===== src/hw/rtl/t2ls_pkg.sv =====
// ----------------------------------------------------------------------------
// t2ls_pkg
// Types and constants shared by the Thumb-2 load/store decoder files.
// ----------------------------------------------------------------------------
package t2ls_pkg;

    typedef enum logic [2:0] {
        CMD_STORE = 3'd0,
        CMD_BYTE  = 3'd1,
        CMD_HALF  = 3'd2,
        CMD_WORD  = 3'd3,
        CMD_DUAL  = 3'd4
    } cmd_t;

    typedef enum logic [2:0] {
        HND_UNDEF  = 3'd0,
        HND_HINT   = 3'd1,
        HND_SINGLE = 3'd2,
        HND_EXT    = 3'd3,
        HND_TBB    = 3'd4,
        HND_LDREX  = 3'd5,
        HND_STREX  = 3'd6,
        HND_DUAL   = 3'd7
    } handler_t;

    localparam logic [1:0] EXT_NONE = 2'd0;
    localparam logic [1:0] EXT_UH   = 2'd1;
    localparam logic [1:0] EXT_SB   = 2'd2;
    localparam logic [1:0] EXT_SH   = 2'd3;

    localparam logic [2:0] MODE_OFFSET = 3'b110;
    localparam logic [3:0] REG_PC      = 4'hF;

    localparam logic [11:0] HD_STR_I12  = 12'hF8C;
    localparam logic [11:0] HD_STRB_I12 = 12'hF88;
    localparam logic [11:0] HD_STRH_I12 = 12'hF8A;
    localparam logic [11:0] HD_STR_I8   = 12'hF84;
    localparam logic [11:0] HD_STRB_I8  = 12'hF80;
    localparam logic [11:0] HD_STRH_I8  = 12'hF82;
    localparam logic [11:0] HD_LDRB_I12 = 12'hF89;
    localparam logic [11:0] HD_LDSB_I12 = 12'hF99;
    localparam logic [11:0] HD_LDRB_I8  = 12'hF81;
    localparam logic [11:0] HD_LDSB_I8  = 12'hF91;
    localparam logic [11:0] HD_LDRH_I12 = 12'hF8B;
    localparam logic [11:0] HD_LDSH_I12 = 12'hF9B;
    localparam logic [11:0] HD_LDRH_I8  = 12'hF83;
    localparam logic [11:0] HD_LDSH_I8  = 12'hF93;
    localparam logic [11:0] HD_LDR_I12  = 12'hF8D;
    localparam logic [11:0] HD_LDR_I8   = 12'hF85;
    localparam logic [11:0] HD_STREX    = 12'hE84;

    localparam logic [31:0] TB_MASK    = 32'hFFF0FFE0;
    localparam logic [31:0] TB_MATCH   = 32'hE8D0F000;
    localparam logic [31:0] LDREX_MASK = 32'hFFF00F00;
    localparam logic [31:0] LDREX_MATCH = 32'hE8500F00;
    localparam logic [31:0] DUAL_MASK  = 32'hFE400000;
    localparam logic [31:0] DUAL_MATCH = 32'hE8400000;

    typedef struct packed {
        logic        pcw;
        logic [12:0] off;
        logic [1:0]  ext;
        logic [3:0]  sh;
        logic [3:0]  rx;
        logic [3:0]  rd;
        logic [3:0]  rn;
        logic        immf;
        logic        narrow;
        logic        load;
        logic [2:0]  mode;
    } dec_data_t;

    typedef struct packed {
        handler_t  handler;
        dec_data_t data;
    } dec_res_t;

    localparam int DATA_W       = $bits(dec_data_t);
    localparam int IN_TDATA_W   = 64;
    localparam int IN_TUSER_W   = 3;
    localparam int OUT_TDATA_W  = ((DATA_W + 7) / 8) * 8;
    localparam int OUT_TUSER_W  = 3;

endpackage


===== src/hw/rtl/thumb2_load_store_decoder.sv =====
// ----------------------------------------------------------------------------
// thumb2_load_store_decoder
// Decoder for 32-bit Thumb-2 load and store instructions.
// ----------------------------------------------------------------------------
// Each request carries one instruction word, its address and the decode table
// to use; the block returns one decoded request per instruction. A request is
// taken into an input register, decoded combinationally and caught in the
// output register, and one request is accepted in every cycle while the
// output side keeps taking results.
module thumb2_load_store_decoder
    import t2ls_pkg::*;
(
    input  logic                   clk,
    input  logic                   rst_n,
    input  logic                   s_axis_tvalid,
    output logic                   s_axis_tready,
    // opcode [31:0], insn_address [63:32]
    input  logic [IN_TDATA_W-1:0]  s_axis_tdata,
    // cmd [2:0]
    input  logic [IN_TUSER_W-1:0]  s_axis_tuser,
    output logic                   m_axis_tvalid,
    input  logic                   m_axis_tready,
    // index_mode [2:0], is_load [3], narrow_flag [4], imm_form [5],
    // base_reg [9:6], data_reg [13:10], index_reg [17:14],
    // shift_or_second [21:18], ext_kind [23:22], offset [36:24],
    // writes_pc [37], zero fill above
    output logic [OUT_TDATA_W-1:0] m_axis_tdata,
    // handler [2:0]
    output logic [OUT_TUSER_W-1:0] m_axis_tuser
);

    logic        in_valid_reg;
    logic        in_valid_next;
    logic        out_valid_reg;
    logic        out_valid_next;
    cmd_t        cmd_reg;
    logic [31:0] opcode_reg;
    logic [1:0]  addr_lo_reg;
    dec_res_t    res_reg;
    dec_res_t    dec_res;
    logic        out_adv;
    logic        in_take;

    t2ls_decode u_decode (
        .cmd     (cmd_reg),
        .opcode  (opcode_reg),
        .addr_lo (addr_lo_reg),
        .res     (dec_res)
    );

    always_comb
    begin
        out_adv        = !out_valid_reg || m_axis_tready;
        s_axis_tready  = !in_valid_reg || out_adv;
        in_take        = s_axis_tvalid && s_axis_tready;
        in_valid_next  = s_axis_tready ? s_axis_tvalid : in_valid_reg;
        out_valid_next = out_adv ? in_valid_reg : out_valid_reg;
    end

    always_ff @(posedge clk or negedge rst_n)
    begin
        if (!rst_n)
        begin
            in_valid_reg  <= 1'b0;
            out_valid_reg <= 1'b0;
        end
        else
        begin
            in_valid_reg  <= in_valid_next;
            out_valid_reg <= out_valid_next;
        end
    end

    always_ff @(posedge clk)
    begin
        if (in_take)
        begin
            cmd_reg     <= cmd_t'(s_axis_tuser);
            opcode_reg  <= s_axis_tdata[31:0];
            addr_lo_reg <= s_axis_tdata[33:32];
        end
        if (in_valid_reg && out_adv)
        begin
            res_reg <= dec_res;
        end
    end

    assign m_axis_tvalid = out_valid_reg;
    assign m_axis_tdata  = {{(OUT_TDATA_W - DATA_W){1'b0}}, res_reg.data};
    assign m_axis_tuser  = res_reg.handler;

endmodule


===== src/hw/rtl/t2ls_decode.sv =====
// ----------------------------------------------------------------------------
// t2ls_decode
// Combinational decode of one registered Thumb-2 memory instruction.
// ----------------------------------------------------------------------------
module t2ls_decode
    import t2ls_pkg::*;
(
    input  cmd_t        cmd,
    input  logic [31:0] opcode,
    input  logic [1:0]  addr_lo,
    output dec_res_t    res
);

    logic [11:0] head;
    logic [3:0]  rn;
    logic [3:0]  rt;
    logic [12:0] imm12;
    logic [12:0] imm8s;
    logic [12:0] lit12;
    logic [12:0] dual_off;
    logic [2:0]  puw;
    logic        reg_f;
    logic        hint;
    handler_t    hnd;
    dec_data_t   d;

    always_comb
    begin
        head     = opcode[31:20];
        rn       = opcode[19:16];
        rt       = opcode[15:12];
        imm12    = {1'b0, opcode[11:0]};
        imm8s    = opcode[9] ? {5'b0, opcode[7:0]} : (13'd0 - {5'b0, opcode[7:0]});
        lit12    = (rn == REG_PC) ? (imm12 - {11'b0, addr_lo}) : imm12;
        dual_off = {3'b0, opcode[7:0], 2'b00};
        puw      = opcode[10:8];
        reg_f    = (opcode[11:6] == 6'd0);
        hint     = (rt == REG_PC);
        hnd      = HND_UNDEF;
        d        = '0;
        d.rn     = rn;
        d.rd     = rt;

        unique case (cmd)
            CMD_STORE:
            begin
                if (head == HD_STR_I12 || head == HD_STRB_I12 || head == HD_STRH_I12)
                begin
                    d.mode = MODE_OFFSET;
                    d.immf = 1'b1;
                    d.off  = imm12;
                    if (head == HD_STRH_I12)
                    begin
                        hnd   = HND_EXT;
                        d.ext = EXT_UH;
                    end
                    else
                    begin
                        hnd      = HND_SINGLE;
                        d.narrow = (head == HD_STRB_I12);
                    end
                end
                else if (head == HD_STR_I8 || head == HD_STRB_I8 || head == HD_STRH_I8)
                begin
                    if (opcode[11])
                    begin
                        d.mode = puw;
                        d.immf = 1'b1;
                        d.off  = imm8s;
                    end
                    else
                    begin
                        d.mode = MODE_OFFSET;
                        d.rx   = opcode[3:0];
                        d.sh   = {2'b00, opcode[5:4]};
                    end
                    if (opcode[11] || reg_f)
                    begin
                        if (head == HD_STRH_I8)
                        begin
                            hnd   = HND_EXT;
                            d.ext = EXT_UH;
                        end
                        else
                        begin
                            hnd      = HND_SINGLE;
                            d.narrow = (head == HD_STRB_I8);
                        end
                    end
                end
            end
            CMD_BYTE:
            begin
                d.load = 1'b1;
                if (hint)
                begin
                    hnd = HND_HINT;
                end
                else if (head == HD_LDRB_I12 || head == HD_LDSB_I12)
                begin
                    d.mode = MODE_OFFSET;
                    d.immf = 1'b1;
                    if (head == HD_LDSB_I12)
                    begin
                        hnd   = HND_EXT;
                        d.ext = EXT_SB;
                        d.off = imm12;
                    end
                    else
                    begin
                        hnd      = HND_SINGLE;
                        d.narrow = 1'b1;
                        d.off    = lit12;
                    end
                end
                else if (head == HD_LDRB_I8 || head == HD_LDSB_I8)
                begin
                    if (opcode[11])
                    begin
                        d.mode = puw;
                        d.immf = 1'b1;
                        d.off  = imm8s;
                    end
                    else
                    begin
                        d.mode = MODE_OFFSET;
                        d.rx   = opcode[3:0];
                        d.sh   = {2'b00, opcode[5:4]};
                    end
                    if (opcode[11] || reg_f)
                    begin
                        if (head == HD_LDSB_I8)
                        begin
                            hnd   = HND_EXT;
                            d.ext = EXT_SB;
                        end
                        else
                        begin
                            hnd      = HND_SINGLE;
                            d.narrow = 1'b1;
                        end
                    end
                end
            end
            CMD_HALF:
            begin
                d.load = 1'b1;
                d.ext  = head[4] ? EXT_SH : EXT_UH;
                if (hint)
                begin
                    hnd = HND_HINT;
                end
                else if (head == HD_LDRH_I12 || head == HD_LDSH_I12)
                begin
                    hnd    = HND_EXT;
                    d.mode = MODE_OFFSET;
                    d.immf = 1'b1;
                    d.off  = imm12;
                end
                else if (head == HD_LDRH_I8 || head == HD_LDSH_I8)
                begin
                    if (opcode[11])
                    begin
                        hnd    = HND_EXT;
                        d.mode = puw;
                        d.immf = 1'b1;
                        d.off  = imm8s;
                    end
                    else if (reg_f)
                    begin
                        hnd    = HND_EXT;
                        d.mode = MODE_OFFSET;
                        d.rx   = opcode[3:0];
                        d.sh   = {2'b00, opcode[5:4]};
                    end
                end
            end
            CMD_WORD:
            begin
                d.load = 1'b1;
                d.pcw  = (rt == REG_PC);
                if (head == HD_LDR_I12)
                begin
                    hnd    = HND_SINGLE;
                    d.mode = MODE_OFFSET;
                    d.immf = 1'b1;
                    d.off  = lit12;
                end
                else if (head == HD_LDR_I8)
                begin
                    if (opcode[11])
                    begin
                        hnd    = HND_SINGLE;
                        d.mode = puw;
                        d.immf = 1'b1;
                        d.off  = imm8s;
                    end
                    else if (reg_f)
                    begin
                        hnd    = HND_SINGLE;
                        d.mode = MODE_OFFSET;
                        d.rx   = opcode[3:0];
                        d.sh   = {2'b00, opcode[5:4]};
                    end
                end
            end
            CMD_DUAL:
            begin
                d.off = dual_off;
                if ((opcode & TB_MASK) == TB_MATCH)
                begin
                    hnd      = HND_TBB;
                    d.rd     = 4'd0;
                    d.off    = '0;
                    d.rx     = opcode[3:0];
                    d.narrow = opcode[4];
                    d.pcw    = 1'b1;
                end
                else if ((opcode & LDREX_MASK) == LDREX_MATCH)
                begin
                    hnd = HND_LDREX;
                end
                else if (head == HD_STREX && opcode[11:8] != REG_PC)
                begin
                    hnd  = HND_STREX;
                    d.rx = rt;
                    d.rd = opcode[11:8];
                end
                else if ((opcode & DUAL_MASK) == DUAL_MATCH)
                begin
                    hnd    = HND_DUAL;
                    d.mode = {opcode[24], opcode[23], opcode[21]};
                    d.load = opcode[20];
                    d.sh   = opcode[11:8];
                end
            end
            default:
            begin
                hnd = HND_UNDEF;
            end
        endcase

        res.handler = hnd;
        res.data    = (hnd == HND_UNDEF || hnd == HND_HINT) ? '0 : d;
    end

endmodule


===== config.mk =====
export PLATFORM = sky130hd
export DESIGN_NAME = thumb2_load_store_decoder
export DESIGN_NICKNAME = d
export VERILOG_FILES = /design/src/hw/rtl/t2ls_pkg.sv /design/src/hw/rtl/thumb2_load_store_decoder.sv /design/src/hw/rtl/t2ls_decode.sv
export SDC_FILE = /design/constraint.sdc
export NUM_CORES = 1
export LEC_CHECK = 0
export BUFFER_PORTS_ARGS = -buffer_cell sky130_fd_sc_hd__buf_2
export CORE_MARGIN = 2
export CORE_UTILIZATION = 40
export DETAILED_ROUTE_END_ITERATION = 7
export PLACE_DENSITY = 0.63
export SYNTH_ARGS = -nofsm -noshare
export SYNTH_HDL_FRONTEND = slang
export SYNTH_HIERARCHICAL = 1
export SYNTH_SLANG_ARGS = --single-unit

===== constraint.sdc =====
create_clock -name clk -period 3.39 [get_ports clk]
set_clock_uncertainty 0.15 [all_clocks]
set_input_delay 0.339 -clock clk [delete_from_list [all_inputs] [get_ports clk]]
set_output_delay 0.339 -clock clk [all_outputs]
set_load 0.005 [all_outputs]

==> impl_metrics.toml, run 1 <==
[power_and_ir_drop]
power.leakage_nw = 2.17
peakVddDrop_mv = 0.280
powerDensity_mw_per_mm2 = 428

[die]
die_w_um = 113
fp.dieH_um = 113
core-area_sq_mm = 0.0115
io_pins = 116
die_area_sq_mm = 0.0127
initial_core_util_pct = 41.3
rows = 39

[synth]
synth_top_area_cell = "edfxtp_1"
synthCells = 449
yosys-mux-area-fraction_pct = 0.423
ys_ff_latch = 80
synth_simple_gate_area_share_pct = 24.7
synth_compound_area_share_pct = 16.4
ys.flop_type = "edfxtp_1"
synth-adder-area-share_pct = 1.22
ys_seq_area_share_pct = 50.6
yosys-top-cells-area = "edfxtp_1 (49%), nand3_1 (3.1%), nor2_1 (2.9%)"
synth_area_per_cell_sq_um = 10.5
netlist_area_sq_mm = 0.00473
ys_async_sr_fraction_pct = 2.50
synth_top_family_by_area = "simple AND/OR/NAND/NOR gates"
synth_cell_type_count = 76
synth_xor_area_share_pct = 2.41
synth_edf_count = 78
synth_warnings = 6
netlist.area_leader.share_pct = 49.5

[global_routing]
grt_pass1_vias = 3958
overflow = 0
grt_use_total_pct = 21.5
antenna_found_initial = 0
grt_pass1_wl_um = 21300
grt_max_degree = 42

[cts]
cts_max_path_buffers = 2
cts_setup_buffers = 0
root_buffer = "clkbuf_16"
clkTransAtPathRegs_ns = 0.06
h-tree-depth = 3
insertion_delay_ns = 0.34
clock-sinks = 80
cts_tree = "yes"
cts_made_buffers = 9

[finish]
fillers = 1014
layout_common_cells = "buf_2 (83), edfxtp_1 (78), nor2_1 (37)"
final_common_cell = "buf_2"
fin_util_pct = 50.2
nets = 621
multi_input_area_sq_mm = 0.00215
largest_register_ffs = 38
diodes = 0
seq_area_sq_mm = 0.00239
areaGrowthSynthToFinish_pct = 21.6
drive_gt1_share_pct = 28.5

[routing]
drt_pre_antenna_iters = 5
vias = 4134
via_per_inst = 5.96
drt_wl_total_um = 13500
post-route-drc-count = 0
antenna_violating_nets_post_route = 0
drtIter0Drc = 303
wire_per_inst_um = 19.4

[timing]
tightest_slew_ns = 0.975
rsz0062_at_grt = "no"
hold_violations = 0
timing.fmax_ghz = 0.318
finalSetupTns_ns = 0
maxSlewHeadroom_pct = 34.5
fin_crit_ns = 3.15
finalSetupViolCount = 0
drv_slew = 0
fin_crit_sh_pct = 92.8

[setup_path]
slowest_stage = "o21ai_0"
crit_cells = 8
cp_cell_sequence = "inv_1, ha_1, nor3b_1, a31oi_1, and2_1, o21ai_0, a21oi_1, nand4b_1"
cp-end-kind = "flip-flop"
start_kind = "flip-flop"
crit_fanout = 6
reg2reg_to = "m_axis_tdata[35]"
r2r_cells = 8
cp_top_family = "simple AND/OR/NAND/NOR gates"
critPathMaxStageDelay_ns = 0.51
cp.arrival_ns = 3.06
reg2reg_from = "opcode_reg[0]"
cp.required_ns = 3.30
critPathKind = "flip-flop to flip-flop"
crit_buf_inv = 1
r2r_setup_slack_ns = 0.24

[min_path]
min_path_cells = 1
holdCritPathClass = "input pin to flip-flop"
hp-start = "s_axis_tuser[2]"
min_to = "cmd_reg[2]"

[run_status]
outcome = "completed"

[placed_design]
place.gp.congestion = 0.987
io_buffers = 83
hpwl_um = 9800

[job]
cap_violations = 0
-- report_power, final --
group / internal [W] / total, W / switching [W]
registers: 0.00116 / 0.00120 / 0.0000405
clock network: 0.000645 / 0.00102 / 0.000373
logic: 0.0000968 / 0.000247 / 0.000150
total: 0.00190 / 0.00246 / 0.000563
-- through the flow --
stage | instance area (sq um) | instances | hold slack [ns] | power, W | setup slack (ns)
2_1_floorplan | 4740 | 450 | -0.107 | 0.00134 | 0.719
3_3_place_gp | 5430 | 677 | -0.0253 | 0.00145 | 0.405
3_5_place_dp | 5430 | 677 | -0.0228 | 0.00146 | 0.336
4_1_cts | 5750 | 694 | 0.0159 | 0.00247 | 0.331
5_1_grt | 5750 | 694 | 0.0129 | 0.00256 | 0.110
6_report | 5750 | 694 | 0.0222 | 0.00246 | 0.243
-- layer usage --
metal,vias to the layer above,wire length [um],global-route usage (%)
met2,211,6340,34.1
met5,-,0,0
met1,1984,5760,29.5
met4,0,277,7.24
met3,21,1080,4.66
li1,1918,-,-
-- synth_stat cells, types with 7 or more instances --
library cell,number
xor2_1,7
a22oi_1,7
nor2_1,37
a21oi_1,16
a21o_1,7
nor4_1,11
o21ai_0,20
clkbuf_1,22
inv_1,9
a31oi_2,7
edfxtp_1,78
nand2_1,29
nand3_1,29
and2_1,10
nor3_1,17
or3_1,7
nand2b_1,11
-- kinds of logic (layout without fill, tap and decap cells) --
group,Yosys count,count (layout)
and+or+nand+nor,203,203
AOI/OAI and AO/OA,105,105
DFF,80,80
buffers and inverters,41,142
xor gates and xnor gates,13,13
adders and majority gates,4,4
muxes,2,2
other,1,2
-- worst max path at each step --
stage	from	to	slack [ns]
after global placement	opcode_reg[0]	m_axis_tdata[33]	0.41
final	opcode_reg[0]	m_axis_tdata[35]	0.24
after floorplan	opcode_reg[0]	m_axis_tdata[34]	0.72
after global routing	opcode_reg[0]	m_axis_tdata[35]	0.11
after detailed placement	opcode_reg[0]	m_axis_tdata[35]	0.34
after CTS	opcode_reg[0]	m_axis_tdata[35]	0.33
-- area by class of cell --
cell class              count  share of cell area [%]
well taps                 143                    3.11
multi-input cells         329                    37.4
flip-flops and latches     80                    41.6
clock inverters             5                    1.39
inverters                   9                   0.587
clock buffers              11                    4.05
repair buffers            117                    11.9
-- repair_timing --
item	in CTS	in global routing
hold buffers	1	0
resized for setup	0	0
setup endpoints to repair	0	0
endpoints found under the hold margin	2	0
Note: power is estimated with default switching activity, not from simulation.
==> inputs of run 2 (changes only) <==
--- a/config.mk
+++ b/config.mk
@@ -10,6 +10,7 @@
 export CORE_UTILIZATION = 40
 export DETAILED_ROUTE_END_ITERATION = 7
 export PLACE_DENSITY = 0.63
+export RECOVER_POWER = 100
 export SYNTH_ARGS = -nofsm -noshare
 export SYNTH_HDL_FRONTEND = slang
 export SYNTH_HIERARCHICAL = 1
==> run 2 against run 1 <==
Against the previous run: the flow now finishes with violations (capacitance limit, slew limit); power barely moved; first-iteration DRC count fell by 0.33%; largest power group unchanged; sequential cell count did not move; largest cell class unchanged.
==> impl_metrics.toml, run 2 (synthesized netlist as in run 1, its figures left out) <==
[timing]
maxSlewHeadroom_pct = -50.3
tightest_slew_ns = 2.25
rsz0062_at_grt = "no"
finalSetupTns_ns = 0
hold_violations = 0
timing.hold.ws_ns = 0.0214
fin_crit_sh_pct = 93.0
drv_slew = 80
finalSetupViolCount = 0
setup_ws_ns = 0.238
fin_crit_ns = 3.15
timing.fmax_ghz = 0.317

[global_routing]
use_met2_pct = 34.1
grt_max_degree = 42
grt_util_met1_pct = 29.5
antenna_found_initial = 0
met3_usage_pct = 4.66
top_usage_layer = "met2"
grt_pass1_vias = 3958
grt_use_total_pct = 21.5
overflow = 0
grt_pass1_wl_um = 21300

[routing]
via_per_inst = 5.95
vias = 4131
post-route-drc-count = 0
drt_wl_total_um = 13500
wire_per_inst_um = 19.5
drt_pre_antenna_iters = 5
antenna_violating_nets_post_route = 0
drtIter0Drc = 302

[finish]
final_common_cell = "edfxtp_1"
nets = 621
drive_gt1_share_pct = 24.3
layout_common_cells = "edfxtp_1 (78), buf_2 (67), nor2_1 (37)"
areaGrowthSynthToFinish_pct = 20.4
multi_input_area_sq_mm = 0.00213
seq_area_sq_mm = 0.00239
largest_register_ffs = 38
fin_area_sq_mm = 0.00570
diodes = 0
fillers = 1033

[placed_design]
dpl_cell_area_sq_mm = 0.00543
hpwl_um = 9800
io_buffers = 83
place.gp.congestion = 0.987
pre_cts_ws_ns = 0.336

[cts]
cts_made_buffers = 9
ctsResizeCount = 0
clkTransAtPathRegs_ns = 0.06
root_buffer = "clkbuf_16"
insertion_delay_ns = 0.34
cts_tree = "yes"
h-tree-depth = 3
cts_setup_buffers = 0
clock-sinks = 80
cts_max_path_buffers = 2

[setup_path]
cp.arrival_ns = 3.05
critPathKind = "flip-flop to flip-flop"
cp-end-kind = "flip-flop"
cp.required_ns = 3.29
crit_fanout = 16
start_kind = "flip-flop"

[die]
fp.dieH_um = 113
initial_core_util_pct = 41.3
core-area_sq_mm = 0.0115
die_area_sq_mm = 0.0127
io_pins = 116
die_w_um = 113
rows = 39

[run_status]
violations = "capacitance limit, slew limit"
outcome = "finished with violations"

[job]
cap_violations = 2

[power_and_ir_drop]
peakVddDrop_mv = 0.280
powerDensity_mw_per_mm2 = 431
power.leakage_nw = 2.09

[min_path]
holdCritPathClass = "input pin to flip-flop"
run 2: cell types whose count changed in the layout (fill, tap and decap cells not counted), sizes merged:
cell,change
clkbuf,+19
buf,-19
run 2: through the flow:
step | power [W] | utilization, % | instances
global route | 0.00255 | 49.7 | 694
floorplan | 0.00134 | - | 450
finish | 0.00246 | 49.7 | 694
CTS | 0.00247 | 50.2 | 694
global placement | 0.00145 | 47.4 | 677
detailed placement | 0.00146 | 47.4 | 677
run 2: critical path, stage by stage (launching register included):
cell and delay (ns):
edfxtp_1 0.39, clkbuf_1 0.43, nor4b_1 0.52, nand2b_1 0.15, and4b_1 0.30, clkbuf_1 0.39, nor2_1 0.21, a21oi_1 0.19
a21oi_1 0.11
run 2: worst paths after layout:
path / start / end / slack, ns / cells after the start
setup / recovery: opcode_reg[24] / m_axis_tdata[1] / 0.24 / 8
hold / removal: s_axis_tuser[2] / cmd_reg[2] / 0.02 / 1
setup reg to reg: opcode_reg[24] / m_axis_tdata[1] / 0.24 / 8
hold reg to reg: in_valid_reg / m_axis_tvalid / 0.36 / 1
max in group asynchronous: rst_n / m_axis_tvalid / 2.79 / 2
min in group asynchronous: rst_n / in_valid_reg / 0.17 / 2
run 2: where the power goes:
part / total (W) / internal, W / switching [W]
Combinational: 0.000241 / 0.0000915 / 0.000150
Sequential: 0.00120 / 0.00116 / 0.0000403
Clock: 0.00102 / 0.000645 / 0.000373
run 2: what timing repair did:
action,4_1_cts,5_1_grt
hold buffers,1,0
hold endpoints to repair,2,0
setup endpoints to repair,0,0
run 2: cell type report:
cell class,count,area share (%)
Clock inverter,5,1.41
Tap cell,143,3.14
Multi-Input combinational cell,329,37.3
Timing Repair Buffer,117,11.5
Inverter,9,0.593
Clock buffer,11,4.08
Sequential cell,80,42.0
run 2: metal layers:
| metal | vias to the layer above | share of wire (%) |
|---|---|---|
| li1 | 1911 | - |
| met1 | 2003 | 44 |
| met2 | 194 | 47 |
| met3 | 23 | 7.6 |
| met4 | 0 | 2.1 |
| met5 | - | 0 |
==> inputs of run 3 (changes only) <==
--- a/config.mk
+++ b/config.mk
@@ -5,11 +5,12 @@
 export SDC_FILE = /design/constraint.sdc
 export NUM_CORES = 1
 export LEC_CHECK = 0
+export ABC_AREA = 1
 export BUFFER_PORTS_ARGS = -buffer_cell sky130_fd_sc_hd__buf_2
 export CORE_MARGIN = 2
 export CORE_UTILIZATION = 40
 export DETAILED_ROUTE_END_ITERATION = 7
-export PLACE_DENSITY = 0.63
+export PLACE_DENSITY = 0.62
 export RECOVER_POWER = 100
 export SYNTH_ARGS = -nofsm -noshare
 export SYNTH_HDL_FRONTEND = slang
==> constraint.sdc (replaced) <==
create_clock -name clk -period 2.95 [get_ports clk]
set_clock_uncertainty 0.15 [all_clocks]
set_input_delay 0.295 -clock clk [delete_from_list [all_inputs] [get_ports clk]]
set_output_delay 0.295 -clock clk [all_outputs]
set_load 0.005 [all_outputs]
==> run 3 against run 2 <==
Against the previous run: the run now ends clean; critical path depth grew 6; die area grew 8.1%; sequential share of layout area shrank 5.5 points; combinational power rose by 40%; worst setup slack gained 0.025 ns; cell area is 15% higher; sequential power grew 14%; via count increased by 24%; synthesized cell count grew 49%; sequential cell count did not move; largest power group unchanged; final cell count increased by 44%.
==> impl_metrics.toml, run 3 <==
[cts]
cts_max_path_buffers = 2
clkTransAtPathRegs_ns = 0.06
insertion_delay_ns = 0.35
cts_made_buffers = 9
h-tree-depth = 3
root_buffer = "clkbuf_16"
cts_tree = "yes"
clock-sinks = 80

[die]
die_w_um = 117
initial_core_util_pct = 40.8
fp.dieH_um = 117
die_area_sq_mm = 0.0137
io_pins = 116
core-area_sq_mm = 0.0126
rows = 41

[synth]
synth.most_common_cell = "nand2_1"
ys_seq_area_share_pct = 46.6
synthCells = 667
synth_top_area_cell = "edfxtp_1"
synth_edf_count = 78
ys_top_cells_by_count = "nand2_1 (190), inv_1 (82), edfxtp_1 (78)"
synth_area_per_cell_sq_um = 7.69
ys.flop_type = "edfxtp_1"
synth_cell_type_count = 41
ys_async_sr_fraction_pct = 2.50
netlist.area_leader.share_pct = 45.7
synth_warnings = 6
netlist_area_sq_mm = 0.00513
ys_ff_latch = 80
yosys-top-cells-area = "edfxtp_1 (46%), nand2_1 (14%), nand3_1 (6.9%)"

[global_routing]
grt_pass1_vias = 4753
grt_max_degree = 42
antenna_found_initial = 0
grt_pass1_wl_um = 26300
grt_use_total_pct = 26.4
overflow = 0

[timing]
finalSetupViolCount = 0
tightest_slew_ns = 0.949
timing.fmax_ghz = 0.372
rsz0062_at_grt = "no"
hold_violations = 0
fin_crit_sh_pct = 91.1
finalSetupTns_ns = 0
maxSlewHeadroom_pct = 36.7
drv_slew = 0
fin_crit_ns = 2.69
timing.hold.ws_ns = 0.0947

[power_and_ir_drop]
p_switching_w = 0.000714
power.leakage_nw = 2.98
pwr-share-clk_pct = 39.4
swShare_pct = 25.3
seqPwrFrac_pct = 48.7
p_int_w = 0.00211
combPwrFrac_pct = 12.0
powerDensity_mw_per_mm2 = 430
peakVddDrop_mv = 0.252

[setup_path]
cp_cell_sequence = "inv_1, ha_1, inv_1, fa_1, inv_1, nand2_1, nor2_1, clkbuf_2, nand2_1, xor2_1, inv_1, a21oi_1, o21ai_0, nand2_1"
r2r_cells = 14
crit_buf_inv = 5
cp.arrival_ns = 2.63
cp-end-kind = "flip-flop"
cp.required_ns = 2.89
crit_fanout = 5
start_kind = "flip-flop"
critPathMaxStageDelay_ns = 0.49
cp_top_family = "buffers and inverters"
crit_cells = 14
slowest_stage = "edfxtp_1"
critPathKind = "flip-flop to flip-flop"
cpMostUsedCell = "inv_1"

[finish]
diodes = 0
largest_register_ffs = 38
final_common_cell = "nand2_1"
drive_gt1_share_pct = 15.0
areaGrowthSynthToFinish_pct = 28.0
nets = 897
layout_common_cells = "nand2_1 (190), inv_1 (82), edfxtp_1 (78)"

[routing]
drtIter0Drc = 570
post-route-drc-count = 0
drt_wl_total_um = 17400
antenna_violating_nets_post_route = 0
drt_pre_antenna_iters = 5
via_per_inst = 5.13
wire_per_inst_um = 17.4
vias = 5129

[placed_design]
io_buffers = 83
place.gp.congestion = 0.979
hpwl_um = 13400

[min_path]
min_path_cells = 4
holdCritPathClass = "input pin to flip-flop"

[job]
cap_violations = 0

[run_status]
outcome = "completed"
[run 3: changes by cell type in the layout (fill, tap and decap cells not counted), sizes merged, moves of 11 or more]
cell and delta:
o21ai +19, nor4 -13, and2 -12, buf -26, nand2 +167, nor2 +47
inv +84, clkbuf +25, dlygate4sd3 +38, a31oi -11, nand2b -13, nand3 +46
[run 3: worst min-delay path, stage by stage]
cell,delay (ns)
buf_2,0.07
inv_1,0.07
nand2_1,0.06
nand2_1,0.05
[run 3: timing repair]
item                                   4_1_cts  5_1_grt
hold buffers                                39        0
gates resized for setup                      0        0
endpoints found under the hold margin       40        0
setup buffers                                0        0
[run 3: per-stage QoR]
stage	std cells	area, sq um	worst slack [ns]	total power (W)	util, %
6_report	999	6570	0.263	0.00282	52.2
3_5_place_dp	944	5970	0.388	0.00170	47.5
5_1_grt	999	6570	0.0577	0.00294	52.2
3_3_place_gp	944	5970	0.387	0.00170	47.5
2_1_floorplan	668	5140	0.590	0.00155	-
4_1_cts	999	6660	0.343	0.00285	53.0
[run 3: kinds of logic (layout without fill, tap and decap cells)]
| group | Yosys count | in the layout | share of synthesized area (%) |
|---|---|---|---|
| buf+inv | 113 | 272 | 8.95 |
| compound gates | 84 | 84 | 9.15 |
| xor+xnor | 4 | 4 | 0.683 |
| fa+ha+maj | 4 | 4 | 1.12 |
| simple gates | 381 | 381 | 33.4 |
| flops | 80 | 80 | 46.6 |
| other cells | 1 | 2 | 0.0731 |
[run 3: cell type report]
| class | instances | area (sq um) |
|---|---|---|
| Fill cell | 1212 | 6000 |
| Sequential cell | 80 | 2390 |
| Multi-Input combinational cell | 475 | 2280 |
| Timing Repair Buffer | 156 | 1010 |
| Inverter | 100 | 375 |
| Clock buffer | 9 | 225 |
| Tap cell | 172 | 215 |
| Clock inverter | 7 | 72.6 |
[run 3: metal layers]
layer,vias to the layer above,global-route usage (%),wire length (um),part of all wire [%]
met5,-,0,0,0
met4,0,8.24,323,1.9
met3,32,5.36,1270,7.3
met2,231,40.7,7730,44
met1,2345,37.2,8110,47
li1,2521,-,-,-
[run 3: power groups by stage]
| stage | Combinational, W | Sequential [W] | Clock, W |
|---|---|---|---|
| final | 0.000338 | 0.00137 | 0.00111 |
| after global routing | 0.000374 | 0.00138 | 0.00118 |
| after CTS | 0.000348 | 0.00137 | 0.00113 |
| after detailed placement | 0.000307 | 0.00140 | 0 |
| after global placement | 0.000307 | 0.00140 | 0 |
| after floorplan | 0.000160 | 0.00139 | 0 |
[run 3: path summary, 6_finish.rpt]
| kind | from | endpoint | slack, ns |
|---|---|---|---|
| worst max-delay path | opcode_reg[0] | m_axis_tdata[34] | 0.26 |
| worst min-delay path | m_axis_tready | m_axis_tvalid | 0.09 |
| worst max register to register | opcode_reg[0] | m_axis_tdata[34] | 0.26 |
| worst min register to register | opcode_reg[18] | m_axis_tdata[8] | 0.39 |
| max in group asynchronous | rst_n | in_valid_reg | 2.38 |
| min in group asynchronous | rst_n | m_axis_tvalid | 0.13 |
